$ cat src/rtl/ssdw_pkg.sv
// package for the serial seven-segment display writer
// slot codes, bus command bytes, segment lookup and shared types; no dependencies
`timescale 1ns / 1ps

package ssdw_pkg;

  localparam int unsigned NumDigitsDefault = 4;
  localparam int unsigned MaxSlotsPerItem  = 60;

  localparam logic [7:0] CMD_DATA_MODE  = 8'h40;
  localparam logic [7:0] CMD_ADDR_ZERO  = 8'hC0;
  localparam logic [7:0] CMD_DISPLAY_ON = 8'h8F;

  // divide by ten: q = (v * RECIP_TEN) >> RECIP_SHIFT, exact for 14-bit v
  localparam logic [15:0] RECIP_TEN   = 16'd52429;
  localparam int unsigned RECIP_SHIFT = 19;

  typedef enum logic [1:0] {
    SLOT_START = 2'd0,
    SLOT_BIT   = 2'd1,
    SLOT_ACK   = 2'd2,
    SLOT_STOP  = 2'd3
  } slot_kind_e;

  typedef enum logic {
    FE_IDLE,
    FE_CONV
  } fe_state_e;

  typedef enum logic {
    BE_IDLE,
    BE_RUN
  } be_state_e;

  typedef struct packed {
    logic full;
    logic empty;
  } q_stat_t;

  function automatic logic [7:0] seg_pattern(input logic [3:0] digit);
    logic [7:0] seg;
    case (digit)
      4'd0: seg = 8'b0011_1111;
      4'd1: seg = 8'b0000_0110;
      4'd2: seg = 8'b0101_1011;
      4'd3: seg = 8'b0100_1111;
      4'd4: seg = 8'b0110_0110;
      4'd5: seg = 8'b0110_1101;
      4'd6: seg = 8'b0111_1101;
      4'd7: seg = 8'b0000_0111;
      4'd8: seg = 8'b0111_1111;
      4'd9: seg = 8'b0110_1111;
      default: seg = 8'b0000_0000;
    endcase
    return seg;
  endfunction

endpackage

$ cat src/rtl/ssdw_front.sv
// front end: accepts values, splits them into decimal digits one per cycle
// and pushes the segment bytes to the run queue; uses ssdw_pkg
`timescale 1ns / 1ps

module ssdw_front #(
  parameter int unsigned NUM_DIGITS = ssdw_pkg::NumDigitsDefault
) (
  input  logic                    clk_i,
  input  logic                    rst_ni,
  input  logic                    in_valid_i,
  output logic                    in_ready_o,
  input  logic [13:0]             display_value_i,
  input  ssdw_pkg::q_stat_t       q_stat_i,
  output logic                    push_valid_o,
  output logic [8*NUM_DIGITS-1:0] push_data_o,
  output logic                    tail_o
);

  localparam int unsigned PAT_W      = 8 * NUM_DIGITS;
  localparam int unsigned RUN_LENGTH = 33 + 9 * NUM_DIGITS;
  localparam logic        SPLIT      = (RUN_LENGTH > ssdw_pkg::MaxSlotsPerItem);
  localparam int unsigned CNT_W      = (NUM_DIGITS > 1) ? $clog2(NUM_DIGITS) : 1;
  localparam logic [CNT_W-1:0] LAST_DIGIT = CNT_W'(NUM_DIGITS - 1);

  ssdw_pkg::fe_state_e state_q, state_d;
  logic [13:0]      val_q, val_d;
  logic [CNT_W-1:0] cnt_q, cnt_d;
  logic [PAT_W-1:0] pat_q, pat_d;
  logic             cont_q, cont_d;

  logic [29:0]      prod;
  logic [10:0]      quot;
  logic [13:0]      quot_x10;
  logic [3:0]       rem;
  logic [PAT_W-1:0] shifted;

  always_comb begin
    prod     = 30'(val_q) * 30'(ssdw_pkg::RECIP_TEN);
    quot     = prod[29:ssdw_pkg::RECIP_SHIFT];
    quot_x10 = {quot, 3'b000} + {2'b00, quot, 1'b0};
    rem      = 4'(val_q - quot_x10);
    shifted  = (pat_q >> 8) | (PAT_W'(ssdw_pkg::seg_pattern(rem)) << (PAT_W - 8));
  end

  always_comb begin
    state_d      = state_q;
    val_d        = val_q;
    cnt_d        = cnt_q;
    pat_d        = pat_q;
    cont_d       = cont_q;
    in_ready_o   = (state_q == ssdw_pkg::FE_IDLE);
    push_valid_o = 1'b0;
    push_data_o  = shifted;
    tail_o       = 1'b0;
    case (state_q)
      ssdw_pkg::FE_IDLE: begin
        if (in_valid_i) begin
          if (cont_q) begin
            // value taken as the tail of the previous run
            cont_d = 1'b0;
            tail_o = 1'b1;
          end else begin
            val_d   = display_value_i;
            cnt_d   = '0;
            cont_d  = SPLIT;
            state_d = ssdw_pkg::FE_CONV;
          end
        end
      end
      ssdw_pkg::FE_CONV: begin
        if (cnt_q == LAST_DIGIT) begin
          push_valid_o = 1'b1;
          if (!q_stat_i.full) begin
            state_d = ssdw_pkg::FE_IDLE;
          end
        end else begin
          pat_d = shifted;
          val_d = 14'(quot);
          cnt_d = cnt_q + 1'b1;
        end
      end
      default: state_d = ssdw_pkg::FE_IDLE;
    endcase
  end

  always_ff @(posedge clk_i or negedge rst_ni) begin
    if (!rst_ni) begin
      state_q <= ssdw_pkg::FE_IDLE;
      cont_q  <= 1'b0;
      cnt_q   <= '0;
    end else begin
      state_q <= state_d;
      cont_q  <= cont_d;
      cnt_q   <= cnt_d;
    end
  end

  always_ff @(posedge clk_i) begin
    val_q <= val_d;
    pat_q <= pat_d;
  end

endmodule

$ cat src/rtl/ssdw_queue.sv
// two-entry queue of digit segment bytes between front and back end
// uses ssdw_pkg for the status struct
`timescale 1ns / 1ps

module ssdw_queue #(
  parameter int unsigned WIDTH = 8 * ssdw_pkg::NumDigitsDefault
) (
  input  logic              clk_i,
  input  logic              rst_ni,
  input  logic              push_valid_i,
  input  logic [WIDTH-1:0]  push_data_i,
  input  logic              pop_i,
  output logic [WIDTH-1:0]  pop_data_o,
  output ssdw_pkg::q_stat_t q_stat_o
);

  logic [WIDTH-1:0] mem_q [2];
  logic       wr_ptr_q, rd_ptr_q;
  logic [1:0] cnt_q;
  logic       push;

  assign q_stat_o.full  = (cnt_q == 2'd2);
  assign q_stat_o.empty = (cnt_q == 2'd0);
  assign push           = push_valid_i && !q_stat_o.full;
  assign pop_data_o     = mem_q[rd_ptr_q];

  always_ff @(posedge clk_i or negedge rst_ni) begin
    if (!rst_ni) begin
      wr_ptr_q <= 1'b0;
      rd_ptr_q <= 1'b0;
      cnt_q    <= 2'd0;
    end else begin
      if (push) begin
        wr_ptr_q <= !wr_ptr_q;
      end
      if (pop_i) begin
        rd_ptr_q <= !rd_ptr_q;
      end
      case ({push, pop_i})
        2'b10:   cnt_q <= cnt_q + 2'd1;
        2'b01:   cnt_q <= cnt_q - 2'd1;
        default: cnt_q <= cnt_q;
      endcase
    end
  end

  always_ff @(posedge clk_i) begin
    if (push) begin
      mem_q[wr_ptr_q] <= push_data_i;
    end
  end

endmodule

$ cat src/rtl/ssdw_back.sv
// back end: slot sequencer that walks the bus run one slot per cycle, while
// the sink is ready and no tail value is awaited, into an output register; uses ssdw_pkg
`timescale 1ns / 1ps

module ssdw_back #(
  parameter int unsigned NUM_DIGITS = ssdw_pkg::NumDigitsDefault
) (
  input  logic                    clk_i,
  input  logic                    rst_ni,
  input  ssdw_pkg::q_stat_t       q_stat_i,
  input  logic [8*NUM_DIGITS-1:0] pop_data_i,
  output logic                    pop_o,
  input  logic                    tail_i,
  output logic                    out_valid_o,
  input  logic                    out_ready_i,
  output logic [1:0]              slot_kind_o,
  output logic                    data_bit_o,
  output logic                    last_slot_o
);

  localparam int unsigned PAT_W       = 8 * NUM_DIGITS;
  localparam int unsigned DIGITS_BASE = 21;
  localparam int unsigned MID_STOP    = DIGITS_BASE + 9 * NUM_DIGITS;
  localparam int unsigned RUN_LENGTH  = MID_STOP + 12;
  localparam int unsigned POS_W       = $clog2(RUN_LENGTH);
  localparam logic [POS_W-1:0] LAST_POS = POS_W'(RUN_LENGTH - 1);
  localparam logic        SPLIT       = (RUN_LENGTH > ssdw_pkg::MaxSlotsPerItem);
  localparam logic [POS_W-1:0] TAIL_POS = POS_W'(ssdw_pkg::MaxSlotsPerItem);

  ssdw_pkg::be_state_e state_q, state_d;
  logic [POS_W-1:0] pos_q, pos_d;
  logic [3:0]       bcnt_q, bcnt_d;
  logic [PAT_W-1:0] pat_q, pat_d;
  logic [1:0]       tail_cnt_q, tail_cnt_d;

  logic                 out_valid_q, out_valid_d;
  ssdw_pkg::slot_kind_e kind_q, kind_d;
  logic                 dbit_q, dbit_d;
  logic                 last_q, last_d;

  ssdw_pkg::slot_kind_e kind;
  logic       dbit;
  logic       is_start, is_stop, in_digits;
  logic [7:0] cur_byte;
  logic       advance, at_last;
  logic       tail_wait, tail_take;

  always_comb begin
    is_start  = (pos_q == POS_W'(0)) || (pos_q == POS_W'(11)) ||
                (pos_q == POS_W'(MID_STOP + 1));
    is_stop   = (pos_q == POS_W'(10)) || (pos_q == POS_W'(MID_STOP)) ||
                (pos_q == POS_W'(MID_STOP + 11));
    in_digits = (pos_q >= POS_W'(DIGITS_BASE)) && (pos_q < POS_W'(MID_STOP));
    if (pos_q < POS_W'(10)) begin
      cur_byte = ssdw_pkg::CMD_DATA_MODE;
    end else if (pos_q < POS_W'(DIGITS_BASE)) begin
      cur_byte = ssdw_pkg::CMD_ADDR_ZERO;
    end else if (in_digits) begin
      cur_byte = pat_q[7:0];
    end else begin
      cur_byte = ssdw_pkg::CMD_DISPLAY_ON;
    end
    dbit = 1'b0;
    if (is_start) begin
      kind = ssdw_pkg::SLOT_START;
    end else if (is_stop) begin
      kind = ssdw_pkg::SLOT_STOP;
    end else if (bcnt_q == 4'd8) begin
      kind = ssdw_pkg::SLOT_ACK;
    end else begin
      kind = ssdw_pkg::SLOT_BIT;
      dbit = cur_byte[bcnt_q[2:0]];
    end
  end

  // rest of a long run waits for its tail value
  assign tail_wait = SPLIT && (pos_q == TAIL_POS) && (tail_cnt_q == 2'd0);
  assign advance   = (state_q == ssdw_pkg::BE_RUN) && (!out_valid_q || out_ready_i) &&
                     !tail_wait;
  assign tail_take = advance && SPLIT && (pos_q == TAIL_POS);
  assign at_last   = (pos_q == LAST_POS);

  always_comb begin
    case ({tail_i, tail_take})
      2'b10:   tail_cnt_d = tail_cnt_q + 2'd1;
      2'b01:   tail_cnt_d = tail_cnt_q - 2'd1;
      default: tail_cnt_d = tail_cnt_q;
    endcase
  end

  always_comb begin
    state_d     = state_q;
    pos_d       = pos_q;
    bcnt_d      = bcnt_q;
    pat_d       = pat_q;
    pop_o       = 1'b0;
    out_valid_d = out_valid_q;
    kind_d      = kind_q;
    dbit_d      = dbit_q;
    last_d      = last_q;

    if (out_ready_i) begin
      out_valid_d = 1'b0;
    end

    if (advance) begin
      out_valid_d = 1'b1;
      kind_d      = kind;
      dbit_d      = dbit;
      last_d      = at_last;
      pos_d       = pos_q + 1'b1;
      if (is_start || is_stop) begin
        bcnt_d = 4'd0;
      end else if (bcnt_q == 4'd8) begin
        bcnt_d = 4'd0;
        if (in_digits) begin
          pat_d = pat_q >> 8;
        end
      end else begin
        bcnt_d = bcnt_q + 4'd1;
      end
    end

    case (state_q)
      ssdw_pkg::BE_IDLE: begin
        if (!q_stat_i.empty) begin
          pop_o   = 1'b1;
          state_d = ssdw_pkg::BE_RUN;
        end
      end
      ssdw_pkg::BE_RUN: begin
        if (advance && at_last) begin
          if (!q_stat_i.empty) begin
            pop_o = 1'b1;
          end else begin
            state_d = ssdw_pkg::BE_IDLE;
          end
        end
      end
      default: state_d = ssdw_pkg::BE_IDLE;
    endcase

    if (pop_o) begin
      pat_d  = pop_data_i;
      pos_d  = '0;
      bcnt_d = 4'd0;
    end
  end

  always_ff @(posedge clk_i or negedge rst_ni) begin
    if (!rst_ni) begin
      state_q     <= ssdw_pkg::BE_IDLE;
      pos_q       <= '0;
      bcnt_q      <= 4'd0;
      tail_cnt_q  <= 2'd0;
      out_valid_q <= 1'b0;
    end else begin
      state_q     <= state_d;
      pos_q       <= pos_d;
      bcnt_q      <= bcnt_d;
      tail_cnt_q  <= tail_cnt_d;
      out_valid_q <= out_valid_d;
    end
  end

  always_ff @(posedge clk_i) begin
    pat_q  <= pat_d;
    kind_q <= kind_d;
    dbit_q <= dbit_d;
    last_q <= last_d;
  end

  assign out_valid_o = out_valid_q;
  assign slot_kind_o = kind_q;
  assign data_bit_o  = dbit_q;
  assign last_slot_o = last_q;

endmodule

$ cat src/rtl/seven_segment_serial_display_writer.sv
// top level of the serial seven-segment display writer
// instantiates ssdw_front, ssdw_queue and ssdw_back; uses ssdw_pkg
`timescale 1ns / 1ps

// Each value starts a complete two-wire display write of 33 + 9*NUM_DIGITS bus
// slots (69 with four digits): start, 0x40, stop; start, 0xC0, the segment bytes
// lowest digit first, stop; start, 0x8F, stop. Bytes go out LSB first, each
// followed by an ack slot with data_bit low. One slot leaves per cycle when the
// sink is ready and no tail value is awaited; the digit split is done in the
// front end and overlaps with a running write. When a run is longer than 60
// slots the value that follows a starting value is taken as the tail of that
// run: it produces no new write, its contents are dropped, and the slots after
// the first 60 are held back until it has been accepted. Values above the
// digit range show only their low NUM_DIGITS decimal digits. A two-entry
// queue lets the front end accept values while a write is still going out.
module seven_segment_serial_display_writer #(
  parameter int unsigned NUM_DIGITS = ssdw_pkg::NumDigitsDefault
) (
  input  logic        clk_i,
  input  logic        rst_ni,
  input  logic        in_valid_i,
  output logic        in_ready_o,
  input  logic [13:0] display_value_i,
  output logic        out_valid_o,
  input  logic        out_ready_i,
  output logic [1:0]  slot_kind_o,
  output logic        data_bit_o,
  output logic        last_slot_o
);

  ssdw_pkg::q_stat_t       q_stat;
  logic                    push_valid;
  logic [8*NUM_DIGITS-1:0] push_data;
  logic [8*NUM_DIGITS-1:0] pop_data;
  logic                    pop;
  logic                    tail;

  ssdw_front #(
    .NUM_DIGITS(NUM_DIGITS)
  ) u_front (
    .clk_i,
    .rst_ni,
    .in_valid_i,
    .in_ready_o,
    .display_value_i,
    .q_stat_i     (q_stat),
    .push_valid_o (push_valid),
    .push_data_o  (push_data),
    .tail_o       (tail)
  );

  ssdw_queue #(
    .WIDTH(8 * NUM_DIGITS)
  ) u_queue (
    .clk_i,
    .rst_ni,
    .push_valid_i (push_valid),
    .push_data_i  (push_data),
    .pop_i        (pop),
    .pop_data_o   (pop_data),
    .q_stat_o     (q_stat)
  );

  ssdw_back #(
    .NUM_DIGITS(NUM_DIGITS)
  ) u_back (
    .clk_i,
    .rst_ni,
    .q_stat_i    (q_stat),
    .pop_data_i  (pop_data),
    .pop_o       (pop),
    .tail_i      (tail),
    .out_valid_o,
    .out_ready_i,
    .slot_kind_o,
    .data_bit_o,
    .last_slot_o
  );

  // end of run only on a stop slot
  assert property (@(posedge clk_i) disable iff (!rst_ni)
    out_valid_o && last_slot_o |-> slot_kind_o == ssdw_pkg::SLOT_STOP)
    else $error("last slot flagged on a non-stop slot");

  // data line only driven in data bit slots
  assert property (@(posedge clk_i) disable iff (!rst_ni)
    out_valid_o && slot_kind_o != ssdw_pkg::SLOT_BIT |-> !data_bit_o)
    else $error("data bit high outside a data bit slot");

  // never pop an empty queue
  assert property (@(posedge clk_i) disable iff (!rst_ni)
    pop |-> !q_stat.empty)
    else $error("queue popped while empty");

  // a start slot follows the last stop of a run when a transfer continues
  assert property (@(posedge clk_i) disable iff (!rst_ni)
    out_valid_o && out_ready_i && last_slot_o ##1 out_valid_o |->
      slot_kind_o == ssdw_pkg::SLOT_START)
    else $error("new run does not open with a start slot");

endmodule
$ cat config.mk
export PLATFORM = sky130hd
export DESIGN_NAME = seven_segment_serial_display_writer
export DESIGN_NICKNAME = d
export VERILOG_FILES = /design/src/rtl/ssdw_pkg.sv /design/src/rtl/ssdw_front.sv /design/src/rtl/ssdw_queue.sv /design/src/rtl/ssdw_back.sv /design/src/rtl/seven_segment_serial_display_writer.sv
export SDC_FILE = /design/constraint.sdc
export NUM_CORES = 1
export LEC_CHECK = 0
export ABC_AREA = 1
export BUFFER_PORTS_ARGS = -buffer_cell sky130_fd_sc_hd__clkbuf_2
export CAP_MARGIN = 20
export CORE_MARGIN = 4
export CORE_UTILIZATION = 69
export DETAILED_ROUTE_END_ITERATION = 6
export PLACE_DENSITY = 0.87
export SLEW_MARGIN = 0
export SYNTH_ARGS = -nofsm -noshare
export SYNTH_HDL_FRONTEND = slang
export SYNTH_SLANG_ARGS = --single-unit
export TNS_END_PERCENT = 1
$ cat constraint.sdc
create_clock -name clk_i -period 10.06 [get_ports clk_i]
set_input_delay 0 -clock clk_i [delete_from_list [all_inputs] [get_ports clk_i]]
set_output_delay 0 -clock clk_i [all_outputs]
set_load 0.03 [all_outputs]
# --- Word-level counts from Yosys, hierarchy flattened ---
# Memory sizes are Yosys's and may differ from the RTL's.
# Cells that the tools add are included.
totals:
  register_bits: 105
  ram_bits: 64
  rom_bits: 112
  in_bits: 18
  output_inout_bits: 6
  word_cells: 134
  n_memories: 2
classes:
  n_addsub: 9
  mul: 1
  magnitude_cmp: 5
  n_eq_ne: 17
  mux: 47
  bitwise_logic: 4
  reduce_logical: 32
mem_list:
  columns: ["name", "depth", "word_bits", "rd", "rd_clocked_by_memory_dff", "write_ports", "line", "rtl"]
  rows:
  - ["(name not given)", 16, 7, 1, 0, 0, "ssdw_pkg.sv:42", "case (digit)"]
  - ["u_queue.mem_q", 2, 32, 1, 0, 1, "ssdw_queue.sv:17", "logic [WIDTH-1:0] mem_q [2];"]
op_table:
  columns: ["cell", "count"]
  rows:
  - ["two-way mux 32 bit", 5]
  - ["two-way mux 14 bit", 3]
  - ["bitwise OR 24 x 32 -> 32 bit", 1]
  - ["multiplier 14 x 16 -> 30 bit, second input constant", 1]
  - ["case mux 14 bit (2 select lines)", 1]
  - ["two-way mux 8 bit", 3]
  - ["== test 7 x 6 -> 1 bit, second input constant", 3]
  - ["two-way mux 1 bit", 17]
  - ["two-way mux 4 bit", 4]
  - ["== test 7 x 4 -> 1 bit, second input constant", 2]
  - ["two-way mux 7 bit", 2]
  - ["case mux 2 bit (2 select lines)", 3]
  - ["nonzero test 2 bit", 6]
  - ["two-way mux 2 bit", 5]
  - ["== test 2 bit, second input constant", 4]
  - ["inequality test 2 bit, second input constant", 4]
  - ["adder 7 x 1 -> 7 bit, second input constant", 1]
  - ["== test 7 bit, second input constant", 1]
  - [">= comparator 7 x 5 -> 1 bit, second input constant", 1]
  - ["logical AND 1 bit", 7]
  - ["zero test 7 bit", 1]
  - ["less-than comparator 7 x 4 -> 1 bit, second input constant", 1]
  - ["less-than comparator 7 x 5 -> 1 bit, second input constant", 1]
  - ["less-than comparator 7 x 6 -> 1 bit, second input constant", 1]
  - ["other kinds (18)", 37]

# --- Depth between registers and ports, before layout ---
# Gate-level depths: netlist of run 1.
depth:
  depth_word: 9
  depth_mapped: 32

# --- By module ---
# A second synthesis of run 1 with hierarchy kept.
unflattened:
  hier_cells: 1125
  area_unflattened_um2: 10845.4
by_module_without_submodules:
  columns: ["mod", "instances", "cells_each", "area_each_um2", "seq_area_each_um2"]
  rows:
  - ["ssdw_front", 1, 638, 5610.4, 1151.1]
  - ["ssdw_queue", 1, 194, 2643.8, 2021.9]
  - ["ssdw_back", 1, 293, 2591.2, 1456.4]

# --- Worst setup path before layout of run 1 ---
# Ideal clock, no wire load.
synth_path:
  path_type: "reg2reg"
  start: "reg u_front.val_q[12]"
  end: "reg u_front.pat_q[24] (data pin)"
  setup_ps: 140
  arrival_ps: 5702
  required_time_ps: 9920
  path_slack_ps: 4218
  stages_incl_launch_ff: 25
  synth_period_minus_slack_ps: 5842
  cell_sequence: "edfxtp_1 > inv_1 > ha_1 > fa_1 > fa_1 > fa_1 > inv_1 > fa_1 > inv_1 > fa_1 > inv_1 > ha_1 > nand2_1 > nor3_1 > nand4_1 > nand3_1 > xor2_1 > ha_1 > or2_2 > nand2_1 > inv_1 > or2_2 > o21ai_0 > nand3_1 > nand2_1"
synth_between:
  elab_chain_cells: 5
synth_lines:
  columns: ["item", "line", "rtl"]
  rows:
  - ["from (decl)", "ssdw_front.sv:26", "logic [13:0] val_q, val_d;"]
  - ["from (signal assigned)", "ssdw_front.sv:99", "val_q <= val_d;"]
  - ["multiplier 14 x 16 -> 30 bit", "ssdw_front.sv:38", "prod = 30'(val_q) * 30'(ssdw_pkg::RECIP_TEN);"]
  - ["adder 4 bit", "ssdw_front.sv:40", "quot_x10 = {quot, 3'b000} + {2'b00, quot, 1'b0};"]
  - ["subtractor 4 bit", "ssdw_front.sv:41", "rem = 4'(val_q - quot_x10);"]
  - ["memory read (16 x 7 bit)", null, null]
  - ["bitwise OR 24 x 32 -> 32 bit", "ssdw_front.sv:42", "shifted = (pat_q >> 8) | (PAT_W'(ssdw_pkg::seg_pattern(rem)) << (PAT_W - 8));"]
  - ["named net push_data[24]", "seven_segment_serial_display_writer.sv:33", "logic [8*NUM_DIGITS-1:0] push_data;"]
  - ["to (signal assigned)", "ssdw_front.sv:100", "pat_q <= pat_d;"]
  - ["to (decl)", "ssdw_front.sv:28", "logic [PAT_W-1:0] pat_q, pat_d;"]
# The timed path passes the listed nets, and every way through them passes these cells.
# A chain may end at the register's enable or synchronous reset.

# --- Worst setup path in the final report of run 1 ---
layout_path:
  start: "reg u_front.val_q[12]"
  end: "mem u_queue.mem_q[1][24] in the netlist's numbering (data pin)"
layout_between:
  elab_chain_cells: 5
layout_lines:
  columns: ["item", "line"]
  rows:
  - ["multiplier 14 x 16 -> 30 bit", "ssdw_front.sv:38"]
  - ["adder 4 bit", "ssdw_front.sv:40"]
  - ["subtractor 4 bit", "ssdw_front.sv:41"]
  - ["memory read (16 x 7 bit)", null]
  - ["bitwise OR 24 x 32 -> 32 bit", "ssdw_front.sv:42"]
  - ["named net push_data[24]", "seven_segment_serial_display_writer.sv:33"]
  - ["to (decl)", "ssdw_queue.sv:17"]
# The timed path passes the listed nets, and every way through them passes these cells.

==> results of run 1 <==
==> metal layers <==
metal | track usage | wire [um] | up-vias
met1 | 0.388 | 9550 | 3536
li1 | - | - | 3472
met3 | 0.0515 | 1540 | 73
met5 | 0 | 0 | -
met2 | 0.496 | 11400 | 367
met4 | 0.101 | 754 | 0
==> kinds of logic after synthesis <==
group,count (synthesis)
flip-flops,146
adder cells (fa/ha/maj),173
AND/OR/NAND/NOR,375
buffers and inverters,194
XOR/XNOR,19
AO/OA/AOI/OAI,115
==> stage by stage <==
| step | util | worst slack, ns | cells | cell area (sq um) |
|---|---|---|---|---|
| 2_1_floorplan | - | 4.22 | 1022 | 10100 |
| 3_3_place_gp | 0.735 | 3.90 | 1215 | 10400 |
| 3_5_place_dp | 0.735 | 3.69 | 1215 | 10400 |
| 4_1_cts | 0.789 | 3.55 | 1263 | 11100 |
| 5_1_grt | 0.789 | 3.15 | 1263 | 11100 |
| 6_report | 0.789 | 3.46 | 1263 | 11100 |
==> layout by cell type (no fill, tap or decap), types with 7 or more instances in the layout <==
cell           Yosys  layout
nor3_1             7       7
nand2_1          212     212
a31oi_1           25      25
clkbuf_2           0      23
nand4_1            9       9
dfrtp_1           23      23
ha_1             121     121
or2_2              9       9
xnor2_1            8       8
dlygate4sd3_1      0      16
nor2_1            71      68
nand3_1           42      42
fa_1              52      52
a21oi_1           37      37
edfxtp_1         123     123
inv_1            173     173
clkbuf_16          0      17
o21ai_0           34      33
xor2_1            11      11
==> final timing paths <==
check,startpoint,cells after the start,to
worst max-delay path,u_front.val_q[12]$_SDFFCE_PP0P_,24,u_queue.mem_q[1][24]$_DFFE_PP_
worst min register to register,u_front.pat_q[11]$_DFFE_PP_,0,u_queue.mem_q[0][3]$_DFFE_PP_
worst max register to register,u_front.val_q[12]$_SDFFCE_PP0P_,24,u_queue.mem_q[1][24]$_DFFE_PP_
min in group asynchronous,rst_ni,2,u_front.state_q$_DFF_PN0_
worst min-delay path,display_value_i[10],3,u_front.val_q[10]$_DFFE_PP_
max in group asynchronous,rst_ni,2,u_queue.rd_ptr_q$_DFFE_PN0P_
==> flip-flops by register name (all words and copies together), names as in the netlist, 4 cells and up <==
signal	flops
u_queue.mem_q	56
u_front.val_q	14
u_back.pos_q	7
u_front.pat_q	21
u_back.pat_q	28
u_back.bcnt_q	4
==> worst max-delay path: stages (launching register included) <==
cell and delay (ns):
edfxtp_1 0.41, inv_1 0.07, ha_1 0.34, fa_1 0.70, fa_1 0.49, fa_1 0.55
inv_1 0.05, fa_1 0.51, inv_1 0.07, fa_1 0.51, inv_1 0.06, ha_1 0.31
nand2_1 0.10, nor3_1 0.29, nand4_1 0.12, nand3_1 0.14, xor2_1 0.25, ha_1 0.31
or2_2 0.30, nand2_1 0.13, inv_1 0.10, or2_2 0.29, o21ai_0 0.10, nand3_1 0.10
nand2_1 0.13
==> repair_timing <==
item	in CTS	in global routing
hold buffers	16	0
hold endpoints to repair	39	0
endpoints found under the setup margin	0	0
==> area by class of cell <==
class / instances / area, sq um
clock buffer: 17 / 425
clock inverter: 15 / 176
fill: 792 / 2980
inverter: 179 / 674
multi-input combinational: 682 / 5030
sequential: 146 / 4270
tap: 180 / 225
timing repair buffer: 44 / 313
==> summary.txt, run 1 <==
Status: finished, final reports clean
Core area: 0.0141 sq mm
Final-report hold violation count: 0
First-pass detailed-route iteration total: 5
Die H: 129 um
Synth Area in Adders: 0.254
Synth-to-layout area growth: 10.6%
Max clock buf depth: 2
Slew Limit Fails: 0
Post-synth EDFFs: 123
Drt total wl: 23300 um
Residual DRC count: 0
Largest family of logic cells by synthesized area: adder cells
Sequential area share after synthesis: 0.425
Cts repair resizes: 0
Synth cell types: 48
Skew final: 0.0115 ns
Critical Path Start Type: flip-flop
TritonCTS Buffers: 17
Fin Hold WS: 0.0746 ns
Post-Syn Instances: 1022
Post-synthesis mux area share: 0
Final period utilization: 0.656
Post-route setup TNS: 0 ns
Hold Crit Class: primary input to flip-flop
GPL Wtd Cong: 0.978
Reg-to-reg setup timing slack: 3.46 ns
Post-Synth XOR/XNOR Area: 0.0166
Final min period: 6.60 ns
# diodes: 0
Synth Area in Compound Gates: 0.0665
Max-Cap Viols: 0
Tot GR Track Use: 0.294
Ys Warns: 0
Row count: 43
CP arrival: 6.86 ns
1st-iter DRT viols: 702
Crit path kind: flip-flop to flip-flop
Synth Register Bits: 146
CP Max Fanout: 5
Die width: 129 um
Leading cell types by count after synthesis: nand2_1 (212), inv_1 (173), edfxtp_1 (123), ha_1 (121), nor2_1 (71)
# Post-CTS Setup Buffers: 0
Area share of the largest cell type after synthesis: 0.367
Cell taking the most area after synthesis: edfxtp_1
Top cells by area, synth: edfxtp_1 (37%), ha_1 (15%), fa_1 (10%), nand2_1 (7.9%), inv_1 (6.5%)
Final setup viols: 0
Initial Utilization: 0.713
Post-synth ARST share: 0.158
Required @ worst endpoint: 10.32 ns
Max Fclk: 0.152 GHz
First-pass GRT wire length: 37500 um
Synth Area in Simple Gates: 0.162
RSZ-0062 raised after global routing: no
Initial antenna violation count: 0
Total grt overflow: 0
Vias: 7448
Layout cells sized above 1: 0.0905
Post-Syn Nets: 1213
Wire per inst: 18.4 um
IO buf count: 23
Synth Area per Inst: 9.84 sq um
Largest net degree at the start of global routing: 47
Clock transition at path regs: 0.06 ns
Sink Count: 146
Die area: 0.0166 sq mm
Vias per std cell: 5.90
CTS tree: yes
Worst-Skew Late Latency: 0.42 ns
Vias in the first global route: 7612
HPWL after detailed placement: 16700 um
H-tree depth: 4
Netlist Area Pre-Place: 0.0101 sq mm
Ports: 24
Worst Max-Slew Pin Slew: 0.968 ns
Synth Flop Type: edfxtp_1
Root Driver: clkbuf_16
Nets: 1261
ANT nets after route: 0
Worst setup EP type: flip-flop
Most frequent cell after synthesis: nand2_1
Relative slew slack: 0.354
Power of run 1 is left out: the tool's default activity adds up to more than one toggle a clock period on the data nets, which glitch-free logic cannot reach.
==> inputs of run 2 (changes only) <==
Settings changed: CORE_UTILIZATION 69 to 64, PLACE_DENSITY 0.87 to 0.81.
Clock period 10.06 ns to 6.25 ns, I/O delays scaled along.
==> run 2 against run 1 <==
Effect of this change:
- global-route usage shrank 4.2 points
- utilization decreased by 4.3 points
- clock-buffer cell count unchanged
- critical path depth is 2 higher
- sequential share of layout area shrank 0.99 points
- largest cell class unchanged
==> summary.txt, run 2 (synthesized netlist as in run 1, its figures left out) <==
ANT nets after route: 0 (unchanged)
Relative slew slack: 0.363 (was 0.354)
Final min period: 6.02 ns (was 6.60 ns)
TritonCTS Buffers: 17 (unchanged)
Commonest cells after routing, fill and taps aside: nand2_1 (205), inv_1 (173), edfxtp_1 (123), ha_1 (112), nor2_1 (67) (was nand2_1 (212), inv_1 (173), edfxtp_1 (123), ha_1 (121), nor2_1 (68))
CP Max Fanout: 5 (unchanged)
1st-iter DRT viols: 626 (was 702)
Initial Utilization: 0.657 (was 0.713)
Sink Count: 146 (unchanged)
Synth-to-layout area growth: 13.5% (was 10.6%)
H-tree depth: 4 (unchanged)
Worst-Skew Late Latency: 0.42 ns (about the same)
Clock transition at path regs: 0.07 ns (was 0.06 ns)
Max-Cap Viols: 0 (unchanged)
CTS tree: yes (unchanged)
Row count: 45 (was 43)
Final-report hold violation count: 0 (unchanged)
Most common cell on crit path: inv_1
Initial antenna violation count: 0 (unchanged)
Root Driver: clkbuf_16 (unchanged)
Final setup viols: 0 (unchanged)
Die width: 133 um (was 129 um)
Tot GR Track Use: 0.252 (was 0.294)
Worst Max-Slew Pin Slew: 0.954 ns (was 0.968 ns)
Slowest cell on crit path: fa_2 (was fa_1)
Core area: 0.0153 sq mm (was 0.0141 sq mm)
Critical Path Start Type: flip-flop (unchanged)
Total grt overflow: 0 (unchanged)
Hold Crit Class: primary input to flip-flop (unchanged)
Slew Limit Fails: 0 (unchanged)
Max incr delay on CP: 0.58 ns (was 0.70 ns)
Residual DRC count: 0 (unchanged)
Max reg flops: 56 (unchanged)
First-pass GRT wire length: 34900 um (was 37500 um)
Largest reg by FF count: u_queue.mem_q (unchanged)
Crit path kind: flip-flop to flip-flop (unchanged)
Vias: 7251 (was 7448)
Required @ worst endpoint: 6.54 ns (was 10.32 ns)
CP arrival: 6.31 ns (was 6.86 ns)
Largest net degree at the start of global routing: 47 (unchanged)
Max clock buf depth: 2 (unchanged)
Max Fclk: 0.166 GHz (was 0.152 GHz)
Drt total wl: 22100 um (was 23300 um)
Status: finished, final reports clean (unchanged)
Vias in the first global route: 7112 (was 7612)
Skew final: 0.0137 ns (was 0.0115 ns)
Die H: 133 um (was 129 um)
Wire per inst: 16.9 um (was 18.4 um)
GPL Wtd Cong: 0.918 (was 0.978)
Vias per std cell: 5.55 (was 5.90)
Nets: 1274 (was 1261)
# diodes: 0 (unchanged)
Die area: 0.0178 sq mm (was 0.0166 sq mm)
Commonest non-fill, non-tap cell in the layout: nand2_1 (unchanged)
Final worst slack: 0.227 ns (was 3.46 ns)
Ports: 24 (unchanged)
Final period utilization: 0.964 (was 0.656)
First-pass detailed-route iteration total: 5 (unchanged)
IO buf count: 23 (unchanged)
HPWL after detailed placement: 16000 um (was 16700 um)
Pre-CTS setup slack: -0.152 ns (was 3.69 ns)
Worst setup EP type: flip-flop (unchanged)
Layout cells sized above 1: 0.123 (was 0.0905)
Post-route setup TNS: 0 ns (unchanged)
Largest regs: u_queue.mem_q x56, u_back.pat_q x28, u_front.pat_q x21 (unchanged)
run 2: area by class of cell:
type                    instances  area [sq um]
flip-flops and latches        146          4270
clock buffers                  17           425
clock inverters                15           145
multi-input cells             682          5220
inverters                     179           674
well taps                     211           264
fillers                       996          3900
repair buffers                 57           410
run 2: through the flow:
step | hold WS [ns] | utilization | area [sq um] | instances
after CTS | 0.0322 | 0.733 | 11200 | 1305
after floorplan | -0.296 | - | 10100 | 1022
after global placement | 0.0282 | 0.682 | 10400 | 1253
after global routing | 0.106 | 0.745 | 11400 | 1307
final | 0.104 | 0.745 | 11400 | 1307
after detailed placement | 0.0283 | 0.682 | 10400 | 1253
run 2: routing by layer:
layer  up-vias  global-route usage  wire (um)
li1       3504                   -          -
met1      3462               0.349       9600
met2       245               0.400      10500
met3        40              0.0642       1480
met4         0              0.0720        449
met5         -                   0          0
run 2: final timing paths:
path,startpoint,end,slack [ns],cells after the start
setup / recovery,u_front.val_q[12]$_SDFFCE_PP0P_,u_front.pat_q[27]$_DFFE_PP_,0.23,26
hold reg to reg,u_front.pat_q[8]$_DFFE_PP_,u_queue.mem_q[0][0]$_DFFE_PP_,0.44,0
setup reg to reg,u_front.val_q[12]$_SDFFCE_PP0P_,u_front.pat_q[27]$_DFFE_PP_,0.23,26
max in group asynchronous,rst_ni,u_back.pos_q[6]$_DFFE_PN0P_,5.73,2
hold / removal,display_value_i[10],u_front.val_q[10]$_DFFE_PP_,0.10,3
min in group asynchronous,rst_ni,u_front.cnt_q[0]$_DFFE_PN0P_,0.12,2
run 2: what timing repair did:
item / 4_1_cts / 5_1_grt
endpoints found under the setup margin: 18 / 21
setup buffers: 4 / 2
resized for setup: 3 / 28
hold buffers: 16 / 0
pin swaps: 2 / 13
endpoints found under the hold margin: 38 / 0
run 2: worst max-delay path: cells and delay by family (launching register included):
family / cells / cell delay [ns]
adder cells (fa/ha/maj): 8 / 3.33
AND/OR/NAND/NOR: 10 / 1.36
buffers and inverters: 6 / 0.50
flip-flops: 1 / 0.47
XOR/XNOR: 1 / 0.21
AO/OA/AOI/OAI: 1 / 0.05
Power of run 2 is left out for the same reason.
